<file path="src/sv/agf_pkg.sv">
`timescale 1ns / 1ps
// Shared constants, codes and types of the ADC glitch filter.
package agf_pkg;

   localparam int SAMPLE_W           = 12;
   localparam int CHAN_W             = 3;
   localparam int DEF_CHANNELS       = 8;
   localparam int DEF_HISTORY_DEPTH  = 8;

   localparam int CSR_ADDR_W         = 3;
   localparam int CSR_DATA_W         = 32;
   localparam int CSR_WORD_W         = CSR_ADDR_W - 2;

   localparam logic [CSR_WORD_W-1:0] REG_HYST   = CSR_WORD_W'(0);
   localparam logic [SAMPLE_W-1:0]   HYST_RESET = SAMPLE_W'(64);

   localparam int ALU_OP_W = 2;
   localparam logic [ALU_OP_W-1:0] ALU_DIFF  = 2'd0;
   localparam logic [ALU_OP_W-1:0] ALU_ADD   = 2'd1;
   localparam logic [ALU_OP_W-1:0] ALU_SCALE = 2'd2;

   typedef struct packed {
      logic [ALU_OP_W-1:0] op;
      logic [SAMPLE_W-1:0] hyst;
   } alu_ctl_type;

endpackage

</file>
<file path="src/sv/agf_req_if.sv">
`timescale 1ns / 1ps
// Input channel: channel number and raw conversion value.
interface agf_req_if;
   import agf_pkg::*;

   logic                valid;
   logic                ready;
   logic [CHAN_W-1:0]   channel;
   logic [SAMPLE_W-1:0] sample_value;

   modport source (output valid, output channel, output sample_value, input ready);
   modport sink   (input valid, input channel, input sample_value, output ready);
endinterface

</file>
<file path="src/sv/agf_rsp_if.sv">
`timescale 1ns / 1ps
// Result channel: filtered conversion value.
interface agf_rsp_if;
   import agf_pkg::*;

   logic                valid;
   logic                ready;
   logic [SAMPLE_W-1:0] filtered_value;

   modport source (output valid, output filtered_value, input ready);
   modport sink   (input valid, input filtered_value, output ready);
endinterface

</file>
<file path="src/sv/agf_alu.sv">
`timescale 1ns / 1ps
// Shared arithmetic unit: one adder for hysteresis test and ring sum, reciprocal scaler.
module agf_alu #(
   parameter int HISTORY_DEPTH = agf_pkg::DEF_HISTORY_DEPTH,
   localparam int SUM_W = agf_pkg::SAMPLE_W + $clog2(HISTORY_DEPTH)
) (
   input  agf_pkg::alu_ctl_type         ctl,
   input  logic [SUM_W-1:0]             opa,
   input  logic [agf_pkg::SAMPLE_W-1:0] opb,
   output logic [SUM_W-1:0]             result,
   output logic                         hit,
   output logic [agf_pkg::SAMPLE_W-1:0] quot
);
   import agf_pkg::*;

   localparam int AW    = SUM_W + 1;
   localparam int SHIFT = SUM_W + $clog2(HISTORY_DEPTH);
   localparam int REC_W = SUM_W + 1;
   localparam int PW    = SUM_W + REC_W;
   // ceil(2^SHIFT / depth): exact floor division for every sum below 2^SUM_W
   localparam logic [REC_W-1:0] RECIP =
      REC_W'(((64'd1 << SHIFT) + 64'(HISTORY_DEPTH) - 64'd1) / 64'(HISTORY_DEPTH));

   logic          sub;
   logic [AW-1:0] x;
   logic [AW-1:0] y;
   logic [AW-1:0] s;
   logic [AW-1:0] mag;
   logic [PW-1:0] prod;

   assign sub    = (ctl.op == ALU_DIFF);
   assign x      = {1'b0, opa};
   assign y      = {(AW-SAMPLE_W)'(0), opb};
   assign s      = x + (sub ? ~y : y) + AW'(sub);
   assign mag    = s[AW-1] ? (~s + AW'(1)) : s;
   assign hit    = sub && (mag <= AW'(ctl.hyst));
   assign result = s[SUM_W-1:0];

   assign prod = PW'(opa) * PW'(RECIP);
   assign quot = (ctl.op == ALU_SCALE) ? prod[SHIFT +: SAMPLE_W] : '0;

endmodule

</file>
<file path="src/sv/agf_hist_mem.sv">
`timescale 1ns / 1ps
// Per-channel sample ring store with registered read and per-entry valid bits.
module agf_hist_mem #(
   parameter int CHANNELS      = agf_pkg::DEF_CHANNELS,
   parameter int HISTORY_DEPTH = agf_pkg::DEF_HISTORY_DEPTH,
   localparam int CH_W  = (CHANNELS > 1) ? $clog2(CHANNELS) : 1,
   localparam int IDX_W = $clog2(HISTORY_DEPTH)
) (
   input  logic                         clock,
   input  logic                         reset,
   input  logic                         we,
   input  logic [CH_W-1:0]              wch,
   input  logic [IDX_W-1:0]             widx,
   input  logic [agf_pkg::SAMPLE_W-1:0] wdata,
   input  logic [CH_W-1:0]              rch,
   input  logic [IDX_W-1:0]             ridx,
   output logic [agf_pkg::SAMPLE_W-1:0] rdata
);
   import agf_pkg::*;

   logic [SAMPLE_W-1:0] store_ff [CHANNELS][HISTORY_DEPTH];
   logic                vld_ff   [CHANNELS][HISTORY_DEPTH];
   logic [SAMPLE_W-1:0] rdata_ff;
   logic                rvld_ff;

   always_ff @(posedge clock) begin
      if (we) begin
         store_ff[wch][widx] <= wdata;
      end
      rdata_ff <= store_ff[rch][ridx];
   end

   // never-written entries read as zero
   always_ff @(posedge clock) begin
      if (reset) begin
         for (int c = 0; c < CHANNELS; c++) begin
            for (int i = 0; i < HISTORY_DEPTH; i++) begin
               vld_ff[c][i] <= 1'b0;
            end
         end
         rvld_ff <= 1'b0;
      end else begin
         if (we) begin
            vld_ff[wch][widx] <= 1'b1;
         end
         rvld_ff <= vld_ff[rch][ridx];
      end
   end

   assign rdata = rvld_ff ? rdata_ff : '0;

endmodule

</file>
<file path="src/sv/adc_glitch_filter_top.sv">
`timescale 1ns / 1ps
// ADC glitch filter top level: sequencer, per-channel state, rings and register port.
//
//  port group  | direction | content
//  ------------+-----------+------------------------------------------------
//  req_bus     | in        | channel, sample_value (valid/ready)
//  rsp_bus     | out       | filtered_value (valid/ready)
//  psel..      | in/out    | APB register port, hysteresis at byte 0
//
//  One transaction at a time. Accept, then a setup step, then the search
//  walks the accepted ring through the shared adder, one entry per cycle
//  behind the registered ring read; a match ends the search. Without a match
//  the block sums the ring (or copies the suspect ring while summing it),
//  then divides by HISTORY_DEPTH. The ring memory read port sets the pace.
//  A finished result waits in the output register while the next transaction
//  is accepted; the sequencer stalls only if that register is still full.
//  Reset is synchronous and clears all rings through per-entry valid bits,
//  so the block is ready straight out of reset.
module adc_glitch_filter_top #(
   parameter int CHANNELS      = agf_pkg::DEF_CHANNELS,
   parameter int HISTORY_DEPTH = agf_pkg::DEF_HISTORY_DEPTH
) (
   input  logic                           clock,
   input  logic                           reset,
   agf_req_if.sink                        req_bus,
   agf_rsp_if.source                      rsp_bus,
   input  logic                           psel,
   input  logic                           penable,
   input  logic                           pwrite,
   input  logic [agf_pkg::CSR_ADDR_W-1:0] paddr,
   input  logic [agf_pkg::CSR_DATA_W-1:0] pwdata,
   output logic [agf_pkg::CSR_DATA_W-1:0] prdata,
   output logic                           pready
);
   import agf_pkg::*;

   localparam int CH_W  = (CHANNELS > 1) ? $clog2(CHANNELS) : 1;
   localparam int IDX_W = $clog2(HISTORY_DEPTH);
   localparam int CNT_W = $clog2(HISTORY_DEPTH + 1);
   localparam int SUM_W = SAMPLE_W + $clog2(HISTORY_DEPTH);

   localparam logic [IDX_W-1:0] LAST_IDX = IDX_W'(HISTORY_DEPTH - 1);
   localparam logic [CNT_W-1:0] DEPTH_C  = CNT_W'(HISTORY_DEPTH);
   localparam logic [CNT_W-1:0] LAST_TRY = CNT_W'(HISTORY_DEPTH - 1);

   localparam int ST_W = 3;
   localparam logic [ST_W-1:0] ST_IDLE   = 3'd0;
   localparam logic [ST_W-1:0] ST_START  = 3'd1;
   localparam logic [ST_W-1:0] ST_SEARCH = 3'd2;
   localparam logic [ST_W-1:0] ST_SUM    = 3'd3;
   localparam logic [ST_W-1:0] ST_DIV    = 3'd4;
   localparam logic [ST_W-1:0] ST_DONE   = 3'd5;

   // control state
   logic [ST_W-1:0]     state_ff, state_in;
   logic                pend_ff, pend_in;
   logic                copy_ff, copy_in;
   logic                rsp_valid_ff, rsp_valid_in;
   logic [SAMPLE_W-1:0] hyst_ff, hyst_in;
   logic [IDX_W-1:0]    rp_ff  [CHANNELS];
   logic [CNT_W-1:0]    cnt_ff [CHANNELS];

   // payload
   logic [CHAN_W-1:0]   ch_ff, ch_in;
   logic [SAMPLE_W-1:0] sample_ff, sample_in;
   logic [IDX_W-1:0]    pos_ff, pos_in;
   logic [IDX_W-1:0]    issue_ff, issue_in;
   logic [CNT_W-1:0]    issued_ff, issued_in;
   logic [CNT_W-1:0]    tries_ff, tries_in;
   logic [SUM_W-1:0]    sum_ff, sum_in;
   logic [SAMPLE_W-1:0] res_ff, res_in;
   logic [SAMPLE_W-1:0] rsp_data_ff, rsp_data_in;

   // per-channel state updates
   logic                rp_we;
   logic [IDX_W-1:0]    rp_wdata;
   logic                cnt_we;
   logic [CNT_W-1:0]    cnt_wdata;

   // ring ports
   logic                acc_we;
   logic [IDX_W-1:0]    acc_widx;
   logic [SAMPLE_W-1:0] acc_wdata;
   logic [SAMPLE_W-1:0] acc_rdata;
   logic                sus_we;
   logic [SAMPLE_W-1:0] sus_rdata;

   // shared unit
   alu_ctl_type         alu_ctl;
   logic [SUM_W-1:0]    alu_opa;
   logic [SAMPLE_W-1:0] alu_opb;
   logic [SUM_W-1:0]    alu_result;
   logic                alu_hit;
   logic [SAMPLE_W-1:0] alu_quot;

   logic [CH_W-1:0]     chi;
   logic                ch_ok;
   logic                issue_go;
   logic                out_free;
   logic                csr_wr;
   logic [CSR_WORD_W-1:0] csr_word;

   assign chi      = ch_ff[CH_W-1:0];
   assign ch_ok    = ((CHAN_W+1)'(ch_ff) < (CHAN_W+1)'(CHANNELS));
   assign issue_go = (issued_ff != DEPTH_C);
   assign out_free = !rsp_valid_ff || rsp_bus.ready;

   // ------------------------------------------------------------------
   // Register port: hysteresis only; writes elsewhere are dropped.
   // ------------------------------------------------------------------
   assign pready   = 1'b1;
   assign csr_word = paddr[CSR_ADDR_W-1:2];
   assign csr_wr   = psel && penable && pwrite && (csr_word == REG_HYST);
   assign hyst_in  = csr_wr ? pwdata[SAMPLE_W-1:0] : hyst_ff;
   assign prdata   = (csr_word == REG_HYST) ? CSR_DATA_W'(hyst_ff) : '0;

   // ------------------------------------------------------------------
   // Channel handshakes
   // ------------------------------------------------------------------
   assign req_bus.ready          = (state_ff == ST_IDLE);
   assign rsp_bus.valid          = rsp_valid_ff;
   assign rsp_bus.filtered_value = rsp_data_ff;

   // ------------------------------------------------------------------
   // Rings: accepted and suspect history share the read index
   // ------------------------------------------------------------------
   agf_hist_mem #(
      .CHANNELS      (CHANNELS),
      .HISTORY_DEPTH (HISTORY_DEPTH)
   ) u_acc_mem (
      .clock (clock),
      .reset (reset),
      .we    (acc_we),
      .wch   (chi),
      .widx  (acc_widx),
      .wdata (acc_wdata),
      .rch   (chi),
      .ridx  (issue_ff),
      .rdata (acc_rdata)
   );

   agf_hist_mem #(
      .CHANNELS      (CHANNELS),
      .HISTORY_DEPTH (HISTORY_DEPTH)
   ) u_sus_mem (
      .clock (clock),
      .reset (reset),
      .we    (sus_we),
      .wch   (chi),
      .widx  (cnt_ff[chi][IDX_W-1:0]),
      .wdata (sample_ff),
      .rch   (chi),
      .ridx  (issue_ff),
      .rdata (sus_rdata)
   );

   agf_alu #(
      .HISTORY_DEPTH (HISTORY_DEPTH)
   ) u_alu (
      .ctl    (alu_ctl),
      .opa    (alu_opa),
      .opb    (alu_opb),
      .result (alu_result),
      .hit    (alu_hit),
      .quot   (alu_quot)
   );

   // ------------------------------------------------------------------
   // Sequencer
   // ------------------------------------------------------------------
   always_comb begin
      state_in     = state_ff;
      pend_in      = pend_ff;
      copy_in      = copy_ff;
      ch_in        = ch_ff;
      sample_in    = sample_ff;
      pos_in       = pos_ff;
      issue_in     = issue_ff;
      issued_in    = issued_ff;
      tries_in     = tries_ff;
      sum_in       = sum_ff;
      res_in       = res_ff;
      rp_we        = 1'b0;
      rp_wdata     = pos_ff;
      cnt_we       = 1'b0;
      cnt_wdata    = '0;
      acc_we       = 1'b0;
      acc_widx     = pos_ff;
      acc_wdata    = sample_ff;
      sus_we       = 1'b0;
      alu_ctl.op   = ALU_DIFF;
      alu_ctl.hyst = hyst_ff;
      alu_opa      = SUM_W'(sample_ff);
      alu_opb      = acc_rdata;
      rsp_valid_in = rsp_valid_ff && !rsp_bus.ready;
      rsp_data_in  = rsp_data_ff;

      unique case (state_ff)
         ST_IDLE: begin
            if (req_bus.valid) begin
               ch_in     = req_bus.channel;
               sample_in = req_bus.sample_value;
               state_in  = ST_START;
            end
         end

         ST_START: begin
            if (!ch_ok) begin
               // unknown channel: pass the sample through untouched
               res_in   = sample_ff;
               state_in = ST_DONE;
            end else begin
               pos_in    = rp_ff[chi];
               issue_in  = rp_ff[chi];
               issued_in = '0;
               tries_in  = '0;
               pend_in   = 1'b0;
               state_in  = ST_SEARCH;
            end
         end

         ST_SEARCH: begin
            // issue one read per cycle, test the one that came back
            if (issue_go) begin
               issue_in  = (issue_ff == LAST_IDX) ? '0 : issue_ff + IDX_W'(1);
               issued_in = issued_ff + CNT_W'(1);
            end
            pend_in = issue_go;
            if (pend_ff) begin
               if (alu_hit) begin
                  // step back one slot and store the sample there
                  rp_we     = 1'b1;
                  rp_wdata  = (pos_ff == '0) ? LAST_IDX : pos_ff - IDX_W'(1);
                  acc_we    = 1'b1;
                  acc_widx  = rp_wdata;
                  cnt_we    = 1'b1;
                  cnt_wdata = '0;
                  res_in    = sample_ff;
                  state_in  = ST_DONE;
               end else begin
                  pos_in   = (pos_ff == LAST_IDX) ? '0 : pos_ff + IDX_W'(1);
                  tries_in = tries_ff + CNT_W'(1);
                  if (tries_ff == LAST_TRY) begin
                     // no match; read position is back at its start
                     cnt_we = 1'b1;
                     if (cnt_ff[chi] == DEPTH_C) begin
                        copy_in   = 1'b1;
                        cnt_wdata = '0;
                     end else begin
                        copy_in   = 1'b0;
                        sus_we    = 1'b1;
                        cnt_wdata = cnt_ff[chi] + CNT_W'(1);
                     end
                     issue_in  = '0;
                     issued_in = '0;
                     pos_in    = '0;
                     tries_in  = '0;
                     pend_in   = 1'b0;
                     sum_in    = '0;
                     state_in  = ST_SUM;
                  end
               end
            end
         end

         ST_SUM: begin
            // sum the ring; on overflow of suspects copy them over while summing
            alu_ctl.op = ALU_ADD;
            alu_opa    = sum_ff;
            alu_opb    = copy_ff ? sus_rdata : acc_rdata;
            if (issue_go) begin
               issue_in  = (issue_ff == LAST_IDX) ? '0 : issue_ff + IDX_W'(1);
               issued_in = issued_ff + CNT_W'(1);
            end
            pend_in = issue_go;
            if (pend_ff) begin
               sum_in    = alu_result;
               acc_we    = copy_ff;
               acc_widx  = pos_ff;
               acc_wdata = sus_rdata;
               pos_in    = (pos_ff == LAST_IDX) ? '0 : pos_ff + IDX_W'(1);
               tries_in  = tries_ff + CNT_W'(1);
               if (tries_ff == LAST_TRY) begin
                  state_in = ST_DIV;
               end
            end
         end

         ST_DIV: begin
            alu_ctl.op = ALU_SCALE;
            alu_opa    = sum_ff;
            res_in     = alu_quot;
            state_in   = ST_DONE;
         end

         ST_DONE: begin
            // hold until the output register is free
            if (out_free) begin
               rsp_valid_in = 1'b1;
               rsp_data_in  = res_ff;
               state_in     = ST_IDLE;
            end
         end

         default: begin
            state_in = ST_IDLE;
         end
      endcase
   end

   always_ff @(posedge clock) begin
      if (reset) begin
         state_ff     <= ST_IDLE;
         pend_ff      <= 1'b0;
         copy_ff      <= 1'b0;
         rsp_valid_ff <= 1'b0;
         hyst_ff      <= HYST_RESET;
         for (int c = 0; c < CHANNELS; c++) begin
            rp_ff[c]  <= '0;
            cnt_ff[c] <= '0;
         end
      end else begin
         state_ff     <= state_in;
         pend_ff      <= pend_in;
         copy_ff      <= copy_in;
         rsp_valid_ff <= rsp_valid_in;
         hyst_ff      <= hyst_in;
         if (rp_we) begin
            rp_ff[chi] <= rp_wdata;
         end
         if (cnt_we) begin
            cnt_ff[chi] <= cnt_wdata;
         end
      end
   end

   always_ff @(posedge clock) begin
      ch_ff       <= ch_in;
      sample_ff   <= sample_in;
      pos_ff      <= pos_in;
      issue_ff    <= issue_in;
      issued_ff   <= issued_in;
      tries_ff    <= tries_in;
      sum_ff      <= sum_in;
      res_ff      <= res_in;
      rsp_data_ff <= rsp_data_in;
   end

endmodule

</file>
<file path="src/flat_wrapper.sv">
// flat-port wrapper written by rule: the top's interface ports become plain ports
module adc_glitch_filter_top_flat import agf_pkg::*;
#(
   parameter int CHANNELS      = agf_pkg::DEF_CHANNELS,
   parameter int HISTORY_DEPTH = agf_pkg::DEF_HISTORY_DEPTH
)
  (clock, reset, psel, penable, pwrite, paddr, pwdata, prdata, pready, req_bus_valid, req_bus_channel, req_bus_sample_value, req_bus_ready, rsp_bus_valid, rsp_bus_filtered_value, rsp_bus_ready);
  agf_req_if req_bus_i ();
  agf_rsp_if rsp_bus_i ();
  input  logic clock;
  input  logic reset;
  input  logic psel;
  input  logic penable;
  input  logic pwrite;
  input  logic [agf_pkg::CSR_ADDR_W-1:0] paddr;
  input  logic [agf_pkg::CSR_DATA_W-1:0] pwdata;
  output logic [agf_pkg::CSR_DATA_W-1:0] prdata;
  output logic pready;
  input wire logic [$bits(req_bus_i.valid)-1:0] req_bus_valid;
  input wire logic [$bits(req_bus_i.channel)-1:0] req_bus_channel;
  input wire logic [$bits(req_bus_i.sample_value)-1:0] req_bus_sample_value;
  output wire logic [$bits(req_bus_i.ready)-1:0] req_bus_ready;
  output wire logic [$bits(rsp_bus_i.valid)-1:0] rsp_bus_valid;
  output wire logic [$bits(rsp_bus_i.filtered_value)-1:0] rsp_bus_filtered_value;
  input wire logic [$bits(rsp_bus_i.ready)-1:0] rsp_bus_ready;
  assign req_bus_i.valid = req_bus_valid;
  assign req_bus_i.channel = req_bus_channel;
  assign req_bus_i.sample_value = req_bus_sample_value;
  assign req_bus_ready = req_bus_i.ready;
  assign rsp_bus_valid = rsp_bus_i.valid;
  assign rsp_bus_filtered_value = rsp_bus_i.filtered_value;
  assign rsp_bus_i.ready = rsp_bus_ready;
  adc_glitch_filter_top #(.CHANNELS(CHANNELS), .HISTORY_DEPTH(HISTORY_DEPTH)) u_core (.clock(clock), .reset(reset), .req_bus(req_bus_i), .rsp_bus(rsp_bus_i), .psel(psel), .penable(penable), .pwrite(pwrite), .paddr(paddr), .pwdata(pwdata), .prdata(prdata), .pready(pready));
endmodule
</file>
<file path="config.mk">
export PLATFORM = sky130hd
export DESIGN_NAME = adc_glitch_filter_top_flat
export DESIGN_NICKNAME = d
export VERILOG_FILES = /design/src/sv/agf_pkg.sv /design/src/sv/agf_req_if.sv /design/src/sv/agf_rsp_if.sv /design/src/sv/agf_alu.sv /design/src/sv/agf_hist_mem.sv /design/src/sv/adc_glitch_filter_top.sv /design/src/flat_wrapper.sv
export SDC_FILE = /design/constraint.sdc
export NUM_CORES = 2
export LEC_CHECK = 0
export ABC_CLOCK_PERIOD_IN_PS = 10900
export CAP_MARGIN = 40
export CORE_ASPECT_RATIO = 0.7
export CORE_MARGIN = 2
export CORE_UTILIZATION = 36
export CTS_CLUSTER_DIAMETER = 50
export DETAILED_ROUTE_END_ITERATION = 7
export DONT_BUFFER_PORTS = 1
export GPL_ROUTABILITY_DRIVEN = 0
export GPL_TIMING_DRIVEN = 0
export PLACE_DENSITY = 0.57
export SETUP_SLACK_MARGIN = 0.2
export SYNTH_ARGS = -nofsm -noshare
export SYNTH_HDL_FRONTEND = slang
export SYNTH_HIERARCHICAL = 1
export SYNTH_SLANG_ARGS = --single-unit
</file>
<file path="constraint.sdc">
create_clock -name clock -period 10.9 [get_ports clock]
set_input_delay 2.18 -clock clock [delete_from_list [all_inputs] [get_ports clock]]
set_output_delay 2.18 -clock clock [all_outputs]
set_load 0.05 [all_outputs]
</file>
==> implementation parameters <==
Parameter                              Value

Run status
  Result of the run    finished clean

Timing
  Hold violation total from the final report    0
  Total negative setup slack    0 ns
  Slew of the pin with the lowest slew margin    1.113 ns
  Slew margin rel.    25.78%
  Pins Over Slew Limit    0
  Total of endpoints with negative setup slack in the final report    0
  Setup Skew    0.03986 ns
  Minimum period implied by the final worst setup slack    10.11 ns
  Final worst-path cycle share    92.77%
  Setup repair after global routing missed its margin    false
  Max Fclk    0.09889 GHz

Hold path
  Hold WC Path Type    flip-flop to flip-flop

Finish
  Area growth syn-to-layout    16.92%
  Commonest non-fill, non-tap cell in the layout    edfxtp_1
  Final net count    4506
  Share of cells above drive strength 1    27.85%
  Most used cells in the layout excluding fill and tap cells    edfxtp_1 (1660), mux4_2 (413), nor2_1 (385)

Clock network
  Maximum clock insertion buffer count    3
  Cell at the root of the clock tree    clkbuf_16
  Clock slew at the register clock pins of the worst setup and hold paths    0.06 ns
  Post-CTS setup buffer count    0
  TritonCTS sink count    1835
  TritonCTS clock tree    done
  Number of gates resized after cts    5
  CTS H-tree lvls    4
  Latest clock arrival within the worst-skew pair    0.83 ns
  Hold-fix buffers, CTS    0
  Number of buffers inserted during clock tree synthesis    180

Routing
  DR pass1 iterations    5
  Post-route DRC violation count    0
  Post-DR wirelength/cell    28.74 um
  Count of routing violations after the opening detailed-route iteration    5831
  Count of vias placed by the detailed router    40650
  Post-route antenna net violation count    0
  Detailed-route wire length    209700 um
  Post-detailed-route via-to-cell ratio    5.573

Placed design
  Port bufs    0
  DPL Wire Length    147900 um

Setup path
  Top cell family by delay on the critical path    simple AND/OR/NAND/NOR gates
  Slowest library cell on the worst path    nor2_2
  Class of the most critical setup path    flip-flop to flip-flop
  Cell with the most instances on the worst path    o21a_1
  Data arrival time of the worst path    10.62 ns
  Startpoint type of the worst setup path    flip-flop
  Sort of element at the end of the critical path    flip-flop
  Required time of the critical path    11.41 ns
  Worst-path fanout max    10
  Crit path buffers/inverters    9
  Largest stage delay on the critical path    0.63 ns

Die
  Placeable core area    202700 um^2
  Chip height    382.5 um
  Site row count    138
  Overall die width    544.8 um
  Die ar.    208400 um^2
  Starting density of the core    36.35%
  I/O pin count    104

Yosys
  Warnings, synthesis    6
  Synth Instances    3997
  Post-synthesis register bit count    1835
  EDFF count, synth    1660
  Ys async rst share    0%
  Netlist cell types    91
  Post-synthesis instance area    73690 um^2
  Sequential cell area fraction in the yosys report    72.40%
  Mean area per synthesized cell    18.44 um^2
  Flip-flop cell with the highest count after synthesis    edfxtp_1

Power and ir drop
  Largest vdd supply drop    0.2023 mV
  Power per cell area    243.7 nW/um^2
  Static power due to leakage    27.88 nW
  Total power draw    21.00 mW

Global route
  Total global routing track utilization    19.98%
  Wire length of the first global-routing pass    295100 um
  Largest net degree at the start of global routing    65
  Global route total overflow    0
  Antenna violations before repair    15
  Vias in the first global route    38820

Flow run
  Maxcap violations    0
-- flip-flops by register name, summed over array words and instances, names as in the netlist, 3 cells and up, named ones only --
| name | flops |
|---|---|
| u_core/res_ff | 12 |
| u_core/rsp_bus.filtered_value | 12 |
| u_core/u_acc_mem/rdata_ff | 12 |
| u_core/u_acc_mem/vld_ff | 64 |
| u_core/rp_ff | 24 |
| u_core/sum_ff | 15 |
| u_core/pos_ff | 3 |
| u_core/issue_ff | 3 |
| u_core/u_sus_mem/vld_ff | 64 |
| u_core/sample_ff | 12 |
| u_core/u_sus_mem/rdata_ff | 12 |
| u_core/state_ff | 3 |
| u_core/hyst_ff | 12 |
| u_core/cnt_ff | 32 |
| u_core/tries_ff | 4 |
| u_core/issued_ff | 4 |
| u_core/u_sus_mem/store_ff | 768 |
| u_core/ch_ff | 3 |
| u_core/u_acc_mem/store_ff | 768 |
-- cell usage after synthesis, drive strengths merged (9+ instances only) --
cell type	instances	area (um^2)
o22ai	70	437.9
buf	156	1237
a311oi	9	78.83
clkbuf	78	296.5
edfxtp	1660	49850
mux4	430	9748
nor2	494	1862
inv	42	157.7
dfxtp	175	3503
a21oi	59	299.0
a21o	11	82.58
o221ai	11	96.34
nor2b	36	225.2
ha	38	475.5
nand3b	15	116.4
mux2i	78	834.6
nand2	122	460.5
xnor2	14	122.6
nand3	39	200.2
and2	42	262.8
xor2	23	209.0
o21ai	52	260.3
a211oi	30	225.2
nor3	34	220.2
a31oi	15	93.84
mux2	86	968.4
o31ai	12	90.09
and3	22	137.6
nand2b	27	168.9
-- cells by family (layout without fill, tap and decap cells) --
family	count (synthesis)	after routing	synth area share, %
XOR/XNOR	37	37	0.4499
AO/OA/AOI/OAI	334	334	3.048
AND/OR/NAND/NOR	879	879	5.445
other	2	25	0.01019
buffers and inverters	277	821	2.301
adder cells (fa/ha/maj)	39	39	0.6724
multiplexers	594	594	15.68
flip-flops	1835	1835	72.40
-- per-layer routing --
layer	part of all wire (%)	wire, um	up-vias	track usage, %
li1	-	-	16780	-
met1	46	96780	21490	31.53
met2	40	84530	2093	26.38
met3	12	24150	275	6.072
met4	2.0	4157	6	4.850
met5	0.019	39	-	0
-- metrics by stage --
step                      cell area, um^2  instances  hold slack, ns  util (%)  setup slack [ns]
final                               86160       7294          0.4172     42.51            0.7879
after global routing                86160       7292          0.4304     42.50            0.2148
after CTS                           86000       7286          0.4185     42.42            0.3546
after detailed placement            80300       6954          0.4111     39.61            0.1346
after global placement              77180       6746          0.4072     38.07           -0.6794
after floorplan                     73760       4016          0.4003         -             2.737
-- where the power goes --
group          total [mW]  internal [mW]  switching, mW
registers            8.35           8.21          0.146
clock network        6.06           3.37           2.69
logic                6.59           2.38           4.20
-- path summary, 6_finish.rpt --
check / startpoint / end / slack [ns] / depth (start not counted)
max: u_core/state_ff[2]$_SDFFE_PP0P_ / u_core/u_acc_mem/store_ff[4][51]$_DFFE_PP_ / 0.79 / 38
min: u_core/res_ff[10]$_DFFE_PP_ / u_core/rsp_bus.filtered_value[10]$_DFFE_PP_ / 0.42 / 0
max reg2reg: u_core/state_ff[2]$_SDFFE_PP0P_ / u_core/u_acc_mem/store_ff[4][51]$_DFFE_PP_ / 0.79 / 38
min reg2reg: u_core/res_ff[10]$_DFFE_PP_ / u_core/rsp_bus.filtered_value[10]$_DFFE_PP_ / 0.42 / 0
-- cell type report --
class	instances	area [um^2]
clock buffers	234	4893
repair buffers	212	2958
clock inverters	98	792.0
diodes	4	10.01
fillers	17810	116500
inverters	43	161.4
plain buffers	234	1538
multi-input cells	1904	19040
flip-flops and latches	1835	53350
well taps	2730	3416
-- worst register-to-register path: cells and delay by family, from the launching register on --
family | cells | cell delay [ns]
buf+inv | 9 | 2.36
mux | 2 | 0.72
xor+xnor | 2 | 0.56
simple gates | 9 | 2.84
fa+ha+maj | 2 | 0.57
flops | 1 | 0.29
compound gates | 14 | 2.47
Power figures use the tool's default switching activity.
